--- config.mk ---
export PLATFORM = sky130hd
export DESIGN_NAME = uart_register_block_with_fifos
export DESIGN_NICKNAME = d
export VERILOG_FILES = /design/src/hw/rtl/ubf_pkg.sv /design/src/hw/rtl/uart_register_block_with_fifos.sv /design/src/hw/rtl/ubf_fifo.sv /design/src/hw/rtl/ubf_regs.sv
export SDC_FILE = /design/constraint.sdc
export NUM_CORES = 1
export LEC_CHECK = 0
export BUFFER_PORTS_ARGS = -buffer_cell sky130_fd_sc_hd__buf_2
export CAP_MARGIN = 20
export CORE_MARGIN = 2
export CORE_UTILIZATION = 52
export DETAILED_ROUTE_END_ITERATION = 10
export PLACE_DENSITY_LB_ADDON = 0.12
export RECOVER_POWER = 25
export SYNTH_ARGS = -nofsm -noshare
export SYNTH_HDL_FRONTEND = slang
export SYNTH_HIERARCHICAL = 1
export SYNTH_SLANG_ARGS = --single-unit
--- constraint.sdc ---
create_clock -name clk -period 3.13 [get_ports clk]
set_input_delay 0.1565 -clock clk [delete_from_list [all_inputs] [get_ports clk]]
set_output_delay 0.1565 -clock clk [all_outputs]
set_load 0.02 [all_outputs]
--- src/hw/rtl/ubf_pkg.sv ---
`timescale 1ns / 1ps

package ubf_pkg;

    // Default FIFO depths
    localparam int DEF_TX_DEPTH = 16;
    localparam int DEF_RX_DEPTH = 16;

    localparam int DATA_W = 8;

    // Item operations
    typedef enum logic [1:0] {
        OP_READ    = 2'd0,
        OP_WRITE   = 2'd1,
        OP_LINE_RX = 2'd2,
        OP_TX_TAKE = 2'd3
    } op_t;

    // Register offsets
    localparam logic [2:0] OFS_DATA = 3'd0;
    localparam logic [2:0] OFS_IER  = 3'd1;
    localparam logic [2:0] OFS_FCR  = 3'd2;
    localparam logic [2:0] OFS_LCR  = 3'd3;
    localparam logic [2:0] OFS_MCR  = 3'd4;
    localparam logic [2:0] OFS_LSR  = 3'd5;
    localparam logic [2:0] OFS_MSR  = 3'd6;
    localparam logic [2:0] OFS_SCR  = 3'd7;

    // Bit positions and masks
    localparam int LCR_DLAB_BIT   = 7;
    localparam int FCR_RX_RST_BIT = 1;
    localparam int FCR_TX_RST_BIT = 2;
    localparam int IER_RX_BIT     = 0;
    localparam int IER_TX_BIT     = 1;
    localparam int LSR_DR_BIT     = 0;
    localparam int LSR_THRE_BIT   = 5;

    localparam logic [7:0] LS_DR    = 8'h01;
    localparam logic [7:0] LS_OE    = 8'h02;
    localparam logic [7:0] LS_THRE  = 8'h20;
    localparam logic [7:0] LS_EMPTY = 8'h60;
    localparam logic [7:0] LS_RESET = 8'h60;

    localparam logic [4:0] MCR_RESET = 5'h08;
    localparam logic [7:0] MSR_VALUE = 8'hB0;
    localparam logic [7:0] IIR_RX    = 8'h04;
    localparam logic [7:0] IIR_NONE  = 8'h01;

    // FIFO control and status
    typedef struct packed {
        logic push;
        logic pop;
        logic clear;
    } fifo_ctrl_t;

    typedef struct packed {
        logic empty;
        logic full;
        logic last;
    } fifo_stat_t;

    // Per-item result, resolved against FIFO read data at the output
    typedef struct packed {
        logic [DATA_W-1:0] rd_value;
        logic              rx_pop;
        logic              tx_pop;
        logic              irq;
    } result_t;

endpackage

--- src/hw/rtl/uart_register_block_with_fifos.sv ---
`timescale 1ns / 1ps

// 16550-style UART register block with receive and transmit byte FIFOs.
// Each input item is a bus read, a bus write, a received line byte or a
// transmitter take; each produces exactly one result item. One item is
// accepted per clock and its result appears the next cycle: the register
// file and FIFO pointers update at acceptance, and the popped byte comes from
// the FIFO's registered read port into the result. in_ready stays high while
// the result register is empty or being drained, so the block sustains one
// item per cycle. No clearing pass is needed after reset.
module uart_register_block_with_fifos
    import ubf_pkg::*;
#(
    parameter int TX_DEPTH = DEF_TX_DEPTH,
    parameter int RX_DEPTH = DEF_RX_DEPTH
)
(
    input  logic        clk,
    input  logic        rst_n,
    input  logic        in_valid,
    output logic        in_ready,
    input  logic [1:0]  opcode,
    input  logic [2:0]  reg_offset,
    input  logic [7:0]  write_data,
    input  logic [7:0]  line_byte,
    output logic        out_valid,
    input  logic        out_ready,
    output logic [7:0]  read_data,
    output logic [7:0]  tx_byte,
    output logic        tx_valid,
    output logic        irq_level
);

    logic       accept;
    logic       out_valid_reg;
    result_t    res;
    result_t    res_reg;
    fifo_ctrl_t rx_ctrl;
    fifo_ctrl_t tx_ctrl;
    fifo_stat_t rx_stat;
    fifo_stat_t tx_stat;
    logic [7:0] rx_rdata;
    logic [7:0] tx_rdata;

    assign in_ready = !out_valid_reg || out_ready;
    assign accept   = in_valid && in_ready;

    ubf_regs u_regs
    (
        .clk        (clk),
        .rst_n      (rst_n),
        .accept     (accept),
        .op         (op_t'(opcode)),
        .reg_offset (reg_offset),
        .write_data (write_data),
        .rx_stat    (rx_stat),
        .tx_stat    (tx_stat),
        .rx_ctrl    (rx_ctrl),
        .tx_ctrl    (tx_ctrl),
        .res        (res)
    );

    ubf_fifo #(.DEPTH(RX_DEPTH)) u_rx_fifo
    (
        .clk   (clk),
        .rst_n (rst_n),
        .ctrl  (rx_ctrl),
        .wdata (line_byte),
        .rdata (rx_rdata),
        .stat  (rx_stat)
    );

    ubf_fifo #(.DEPTH(TX_DEPTH)) u_tx_fifo
    (
        .clk   (clk),
        .rst_n (rst_n),
        .ctrl  (tx_ctrl),
        .wdata (write_data),
        .rdata (tx_rdata),
        .stat  (tx_stat)
    );

    // Result register valid
    always_ff @(posedge clk or negedge rst_n)
    begin
        if (!rst_n)
        begin
            out_valid_reg <= 1'b0;
        end
        else if (in_ready)
        begin
            out_valid_reg <= in_valid;
        end
    end

    // Result payload; FIFO read data is registered alongside it
    always_ff @(posedge clk)
    begin
        if (accept)
        begin
            res_reg <= res;
        end
    end

    // Output fields
    assign out_valid = out_valid_reg;
    assign read_data = res_reg.rx_pop ? rx_rdata : res_reg.rd_value;
    assign tx_byte   = res_reg.tx_pop ? tx_rdata : 8'h00;
    assign tx_valid  = res_reg.tx_pop;
    assign irq_level = res_reg.irq;

endmodule

--- src/hw/rtl/ubf_fifo.sv ---
`timescale 1ns / 1ps

module ubf_fifo
    import ubf_pkg::*;
#(
    parameter int DEPTH = DEF_RX_DEPTH
)
(
    input  logic              clk,
    input  logic              rst_n,
    input  fifo_ctrl_t        ctrl,
    input  logic [DATA_W-1:0] wdata,
    output logic [DATA_W-1:0] rdata,
    output fifo_stat_t        stat
);

    localparam int PTR_W  = (DEPTH > 1) ? $clog2(DEPTH) : 1;
    localparam int FILL_W = $clog2(DEPTH + 1);
    localparam logic [PTR_W-1:0]  PTR_LAST  = PTR_W'(DEPTH - 1);
    localparam logic [FILL_W-1:0] FILL_FULL = FILL_W'(DEPTH);
    localparam logic [FILL_W-1:0] FILL_ONE  = FILL_W'(1);

    logic [DATA_W-1:0] mem [DEPTH];
    logic [DATA_W-1:0] rdata_reg;
    logic [PTR_W-1:0]  wptr_reg, wptr_next;
    logic [PTR_W-1:0]  rptr_reg, rptr_next;
    logic [FILL_W-1:0] fill_reg, fill_next;

    function automatic logic [PTR_W-1:0] ptr_inc(input logic [PTR_W-1:0] p);
        ptr_inc = (p == PTR_LAST) ? '0 : p + PTR_W'(1);
    endfunction

    assign stat.empty = (fill_reg == '0);
    assign stat.full  = (fill_reg == FILL_FULL);
    assign stat.last  = (fill_reg == FILL_ONE);
    assign rdata      = rdata_reg;

    // Pointer and fill update; a push into a full FIFO drops the oldest item
    always_comb
    begin
        wptr_next = wptr_reg;
        rptr_next = rptr_reg;
        fill_next = fill_reg;
        priority if (ctrl.clear)
        begin
            wptr_next = '0;
            rptr_next = '0;
            fill_next = '0;
        end
        else if (ctrl.push)
        begin
            wptr_next = ptr_inc(wptr_reg);
            if (stat.full)
            begin
                rptr_next = ptr_inc(rptr_reg);
            end
            else
            begin
                fill_next = fill_reg + FILL_W'(1);
            end
        end
        else if (ctrl.pop)
        begin
            rptr_next = ptr_inc(rptr_reg);
            fill_next = fill_reg - FILL_W'(1);
        end
        else
        begin
            // idle: pointers and fill hold
        end
    end

    always_ff @(posedge clk or negedge rst_n)
    begin
        if (!rst_n)
        begin
            wptr_reg <= '0;
            rptr_reg <= '0;
            fill_reg <= '0;
        end
        else
        begin
            wptr_reg <= wptr_next;
            rptr_reg <= rptr_next;
            fill_reg <= fill_next;
        end
    end

    // Storage: one write port, one registered read port
    always_ff @(posedge clk)
    begin
        if (ctrl.push)
        begin
            mem[wptr_reg] <= wdata;
        end
        if (ctrl.pop)
        begin
            rdata_reg <= mem[rptr_reg];
        end
    end

endmodule

--- src/hw/rtl/ubf_regs.sv ---
`timescale 1ns / 1ps

module ubf_regs
    import ubf_pkg::*;
(
    input  logic              clk,
    input  logic              rst_n,
    input  logic              accept,
    input  op_t               op,
    input  logic [2:0]        reg_offset,
    input  logic [DATA_W-1:0] write_data,
    input  fifo_stat_t        rx_stat,
    input  fifo_stat_t        tx_stat,
    output fifo_ctrl_t        rx_ctrl,
    output fifo_ctrl_t        tx_ctrl,
    output result_t           res
);

    logic [3:0] ier_reg, ier_next;
    logic [7:0] lcr_reg, lcr_next;
    logic [4:0] mcr_reg, mcr_next;
    logic [7:0] dll_reg, dll_next;
    logic [7:0] dlm_reg, dlm_next;
    logic [7:0] scr_reg, scr_next;
    logic [7:0] lsr_reg, lsr_next;

    fifo_ctrl_t rx_c;
    fifo_ctrl_t tx_c;
    logic       dlab;
    logic       rx_ne;
    logic [7:0] oe_keep;
    logic [7:0] dr_now;
    logic [7:0] empty_now;

    assign dlab      = lcr_reg[LCR_DLAB_BIT];
    assign rx_ne     = !rx_stat.empty;
    assign oe_keep   = lsr_reg & LS_OE;
    assign dr_now    = rx_ne ? LS_DR : 8'h00;
    assign empty_now = tx_stat.empty ? LS_EMPTY : 8'h00;

    // FIFO commands only fire on an accepted item
    assign rx_ctrl = accept ? rx_c : '0;
    assign tx_ctrl = accept ? tx_c : '0;

    // Register file decode and line status update
    always_comb
    begin
        ier_next = ier_reg;
        lcr_next = lcr_reg;
        mcr_next = mcr_reg;
        dll_next = dll_reg;
        dlm_next = dlm_reg;
        scr_next = scr_reg;
        lsr_next = lsr_reg;
        rx_c     = '0;
        tx_c     = '0;
        res      = '0;

        unique case (op)
            OP_READ:
            begin
                unique case (reg_offset)
                    OFS_DATA:
                    begin
                        if (dlab)
                        begin
                            res.rd_value = dll_reg;
                        end
                        else if (rx_ne)
                        begin
                            rx_c.pop   = 1'b1;
                            res.rx_pop = 1'b1;
                            // recompute, overrun cleared
                            lsr_next = (rx_stat.last ? 8'h00 : LS_DR) | empty_now;
                        end
                    end
                    OFS_IER: res.rd_value = dlab ? dlm_reg : {4'b0, ier_reg};
                    OFS_FCR: res.rd_value = (ier_reg[IER_RX_BIT] && rx_ne) ? IIR_RX : IIR_NONE;
                    OFS_LCR: res.rd_value = lcr_reg;
                    OFS_MCR: res.rd_value = {3'b0, mcr_reg};
                    OFS_LSR: res.rd_value = lsr_reg;
                    OFS_MSR: res.rd_value = MSR_VALUE;
                    OFS_SCR: res.rd_value = scr_reg;
                endcase
            end
            OP_WRITE:
            begin
                unique case (reg_offset)
                    OFS_DATA:
                    begin
                        if (dlab)
                        begin
                            dll_next = write_data;
                        end
                        else
                        begin
                            tx_c.push = 1'b1;
                            // THRE forced on after the push
                            lsr_next = oe_keep | (tx_stat.full ? LS_OE : 8'h00)
                                     | dr_now | LS_THRE;
                        end
                    end
                    OFS_IER:
                    begin
                        if (dlab)
                        begin
                            dlm_next = write_data;
                        end
                        else
                        begin
                            ier_next = write_data[3:0];
                        end
                    end
                    OFS_FCR:
                    begin
                        priority if (write_data[FCR_RX_RST_BIT])
                        begin
                            rx_c.clear = 1'b1;
                            lsr_next   = oe_keep | empty_now;
                        end
                        else if (write_data[FCR_TX_RST_BIT])
                        begin
                            tx_c.clear = 1'b1;
                            lsr_next   = oe_keep | dr_now | LS_EMPTY;
                        end
                        else
                        begin
                            // neither reset bit set: no effect
                        end
                    end
                    OFS_LCR: lcr_next = write_data;
                    OFS_MCR: mcr_next = write_data[4:0];
                    OFS_SCR: scr_next = write_data;
                    default:
                    begin
                        // status registers are read-only
                    end
                endcase
            end
            OP_LINE_RX:
            begin
                rx_c.push = 1'b1;
                lsr_next  = lsr_reg | LS_DR | (rx_stat.full ? LS_OE : 8'h00);
            end
            OP_TX_TAKE:
            begin
                if (!tx_stat.empty)
                begin
                    tx_c.pop   = 1'b1;
                    res.tx_pop = 1'b1;
                    lsr_next   = oe_keep | dr_now | (tx_stat.last ? LS_EMPTY : 8'h00);
                end
            end
        endcase

        // Interrupt level from the updated state
        res.irq = (ier_next[IER_RX_BIT] && lsr_next[LSR_DR_BIT])
               || (ier_next[IER_TX_BIT] && lsr_next[LSR_THRE_BIT]);
    end

    always_ff @(posedge clk or negedge rst_n)
    begin
        if (!rst_n)
        begin
            ier_reg <= '0;
            lcr_reg <= '0;
            mcr_reg <= MCR_RESET;
            dll_reg <= '0;
            dlm_reg <= '0;
            scr_reg <= '0;
            lsr_reg <= LS_RESET;
        end
        else if (accept)
        begin
            ier_reg <= ier_next;
            lcr_reg <= lcr_next;
            mcr_reg <= mcr_next;
            dll_reg <= dll_next;
            dlm_reg <= dlm_next;
            scr_reg <= scr_next;
            lsr_reg <= lsr_next;
        end
    end

endmodule

==> results.py <==
metrics = {
    "yosys": {
        "synthAdderAreaFrac_pct": 1.46,
        "syn_nets": 1036,
        "syn_area_per_cell_um2": 15.5,
        "synth-edff-count": 283,
        "async_flop_share_pct": 20.3,
        "yosysWarnings": 6,
        "synth_cell_types": 70,
        "yosys.area_share.xor_xnor_pct": 0.683,
        "synth-compound-area-share_pct": 7.27,
        "ys_seq_area_share_pct": 66.9,
        "syn-cell-area_um2": 15400,
        "ys.flop_type": "edfxtp_1",
        "yosys.area_share.simple_pct": 7.00,
        "synth_top_family_by_area": "multiplexers",
        "synth_cells": 993,
        "ys_ff_latch": 355,
        "synthMuxAreaShare_pct": 13.9,
    },
    "finish": {
        "final_cells": 1471,
        "syn_to_final_growth_pct": 12.9,
        "fin_nets": 1101,
        "final_util_pct": 60.1,
        "drive_gt1_share_pct": 22.8,
        "num_antenna_cells": 0,
    },
    "placed_design": {
        "gp_congestion": 0.821,
        "place_inst": 1399,
        "pre_cts_ws_ns": 0.634,
        "port_buffers": 44,
        "hpwl_um": 21700,
    },
    "timing": {
        "setup_viol": 0,
        "fmax_mhz": 400,
        "min_period_ns": 2.50,
        "rsz0062_at_grt": "false",
        "finalMaxSlewViolations": 0,
        "final-hold-violation-count": 0,
        "setup_slack_ns": 0.630,
        "tns_ns": 0,
        "tightest_slew_ns": 1.07,
        "skew_ns": 0.0148,
        "final_min_period_over_clock_period_pct": 79.9,
        "max-slew-margin-rel_pct": 28.6,
    },
    "pwr": {
        "power_density_nw_per_um2": 733,
        "power_leakage_nw": 6.19,
        "peakVddDrop_v": 0.000492,
        "p_total_mw": 12.7,
    },
    "clock_tree": {
        "path_clk_slew_ns": 0.06,
        "cts_resized": 0,
        "cts_made_buffers": 38,
        "cts_tree": "built",
        "cts_hold_buf": 3,
        "cts.sinks": 355,
        "ctsLongestPathBuffers": 3,
        "cts_htree_levels": 2,
        "root_buffer": "clkbuf_16",
        "post_cts_buffers": 0,
        "insertion_delay_ns": 0.52,
    },
    "route": {
        "wl_per_cell_um": 22.3,
        "num_vias": 8707,
        "wl_um": 32800,
        "drcViolationCount": 0,
        "drtIter0Drc": 838,
        "vias_per_cell": 5.92,
        "first_pass_iters": 5,
        "ant_nets": 0,
    },
    "worst_hold_path": {
        "hold_end": "u_tx_fifo/mem[11][3]",
        "hold_path_class": "in -> reg",
        "min_from": "write_data[3]",
        "holdPathStages": 1,
    },
    "grt": {
        "met1_usage_pct": 30.6,
        "grt_max_degree": 73,
        "use_met3_pct": 3.68,
        "busiest_layer": "met2",
        "grt_overflow": 0,
        "grt_util_met2_pct": 35.7,
        "first_global_vias": 8802,
        "grt_antenna_before_repair": 0,
        "track_usage_pct": 22.0,
        "grt_pass1_wl_um": 51600,
    },
    "setup_path": {
        "critPathRequiredTime_ns": 3.53,
        "cpPeakStageDelay_ns": 0.43,
        "start_kind": "register",
        "r2r_start": "u_rx_fifo/fill_reg[0]",
        "crit_chain": "inv_1 > ha_1 > nor4b_1 > or3_4 > nor3_2 > and2_1 > nor2_1 > a21oi_1 > mux2i_1 > nor2_1",
        "reg2reg_slack_ns": 0.63,
        "crit_path_end_kind": "register",
        "critPathArrivalTime_ns": 2.90,
        "setup.worst_path.class": "reg -> reg",
        "crit_fanout": 6,
        "r2r_end": "u_rx_fifo/fill_reg[1]",
        "cp_common_cell": "nor2_1",
        "cp_slowest_cell": "dfrtp_1",
        "reg2reg_depth": 10,
    },
    "die": {
        "dieArea_um2": 31000,
        "fp.dieW_um": 176,
        "io_pins": 45,
        "initial_core_util_pct": 53.2,
        "row_count": 62,
        "core-area_um2": 28900,
        "chipHeight_um": 176,
    },
    "job": {
        "cap_violations": 0,
    },
    "run_status": {
        "status": "finished, final reports clean",
    },
}
[critical path, delay by kind of cell, from the launching register on]
family | cells | cell delay (ns)
AOI/OAI and AO/OA | 1 | 0.29
adders and majority gates | 1 | 0.21
buffers and inverters | 1 | 0.10
DFF | 1 | 0.43
muxes | 1 | 0.22
and+or+nand+nor | 6 | 1.13
[power breakdown]
| group | switching [mW] | internal, mW | total [mW] |
|---|---|---|---|
| logic | 1.47 | 1.19 | 2.66 |
| clock network | 1.76 | 2.53 | 4.29 |
| registers | 0.376 | 5.41 | 5.79 |
[metal layers]
layer	part of all wire, %	routed length [um]
met5	0	0
met4	2.9	954
met3	5.3	1740
met2	48	15800
met1	44	14300
[worst max path at each step]
| stage | slack [ns] | endpoint | start |
|---|---|---|---|
| after global routing | 0.36 | u_rx_fifo/mem[3][4] | out_valid |
| after floorplan | 0.02 | u_tx_fifo/mem[3][0] | out_valid |
| after detailed placement | 0.63 | u_rx_fifo/fill_reg[1] | u_rx_fifo/fill_reg[0] |
| after global placement | 0.62 | u_rx_fifo/mem[3][3] | out_valid |
| after CTS | 0.60 | u_rx_fifo/mem[3][3] | out_valid |
| final | 0.63 | u_rx_fifo/fill_reg[1] | u_rx_fifo/fill_reg[0] |
[synthesized netlist by cell type, drive strengths merged (3+ instances only)]
| cell type | n | share of area [%] |
|---|---|---|
| o22ai | 4 | 0.16 |
| buf | 42 | 1.7 |
| o221ai | 3 | 0.17 |
| mux2 | 50 | 3.9 |
| or3 | 3 | 0.15 |
| edfxtp | 283 | 55 |
| a211oi | 6 | 0.41 |
| nor4b | 5 | 0.28 |
| a221oi | 38 | 2.3 |
| ha | 18 | 1.5 |
| o21ai | 31 | 1.0 |
| nand2b | 10 | 0.41 |
| dfrtp | 69 | 11 |
| a31oi | 3 | 0.12 |
| nor2b | 6 | 0.29 |
| and3 | 3 | 0.12 |
| nand3 | 11 | 0.39 |
| nand2 | 53 | 1.3 |
| clkbuf | 20 | 0.49 |
| o211ai | 3 | 0.15 |
| dfstp | 3 | 0.51 |
| mux2i | 80 | 5.4 |
| xnor2 | 10 | 0.57 |
| o31ai | 4 | 0.23 |
| nand3b | 3 | 0.15 |
| and2 | 17 | 0.69 |
| mux4 | 32 | 4.7 |
| o2bb2ai | 3 | 0.17 |
| a21oi | 31 | 1.0 |
| a22oi | 20 | 0.98 |
| nand4 | 6 | 0.24 |
| nor3 | 15 | 0.63 |
| inv | 21 | 0.51 |
| nor2 | 63 | 1.6 |
[layout by cell type, fill, tap and decap left out, types with 4 or more instances in the layout]
cell type | synthesis | final
mux2_4 | 8 | 8
nor2_1 | 62 | 53
buf_2 | 27 | 31
nand3_1 | 10 | 10
xnor2_1 | 10 | 10
nand4_1 | 6 | 6
edfxtp_1 | 283 | 283
mux2_2 | 39 | 39
inv_1 | 20 | 20
nor2b_1 | 5 | 5
nor3_2 | 2 | 5
a221oi_1 | 34 | 34
mux4_2 | 32 | 32
ha_1 | 18 | 18
nand2_1 | 52 | 52
a21oi_1 | 31 | 31
nand2b_1 | 10 | 10
and2_1 | 17 | 16
o22ai_1 | 4 | 4
buf_4 | 4 | 39
a211oi_1 | 4 | 4
a221oi_2 | 4 | 4
dfrtp_1 | 69 | 67
nor3_1 | 12 | 6
a22oi_1 | 20 | 20
clkinv_1 | 1 | 11
clkbuf_16 | 0 | 39
clkbuf_1 | 20 | 16
o21ai_0 | 31 | 31
nor3_4 | 1 | 4
nor2_2 | 0 | 9
nor4b_1 | 5 | 4
clkinv_2 | 0 | 7
mux2i_1 | 78 | 78
[stage by stage]
stage | hold WS, ns | cell area [um2]
after floorplan | -0.139 | 15500
after global placement | 0.362 | 16200
after detailed placement | 0.371 | 16200
after CTS | 0.0570 | 17400
after global routing | 0.125 | 17400
final | 0.127 | 17400
[final cells by class]
type	instances	area, um2
fill	2194	11600
multi-input combinational	554	4740
timing repair buffer	87	563
clock buffer	43	991
tap	384	480
sequential	355	10300
clock inverter	26	211
inverter	22	82.6
[cell families after synthesis]
group / after synthesis
flops: 355
xor+xnor: 12
simple gates: 207
fa+ha+maj: 18
buf+inv: 84
compound gates: 155
mux: 162
(Power assumes the default switching activity.)
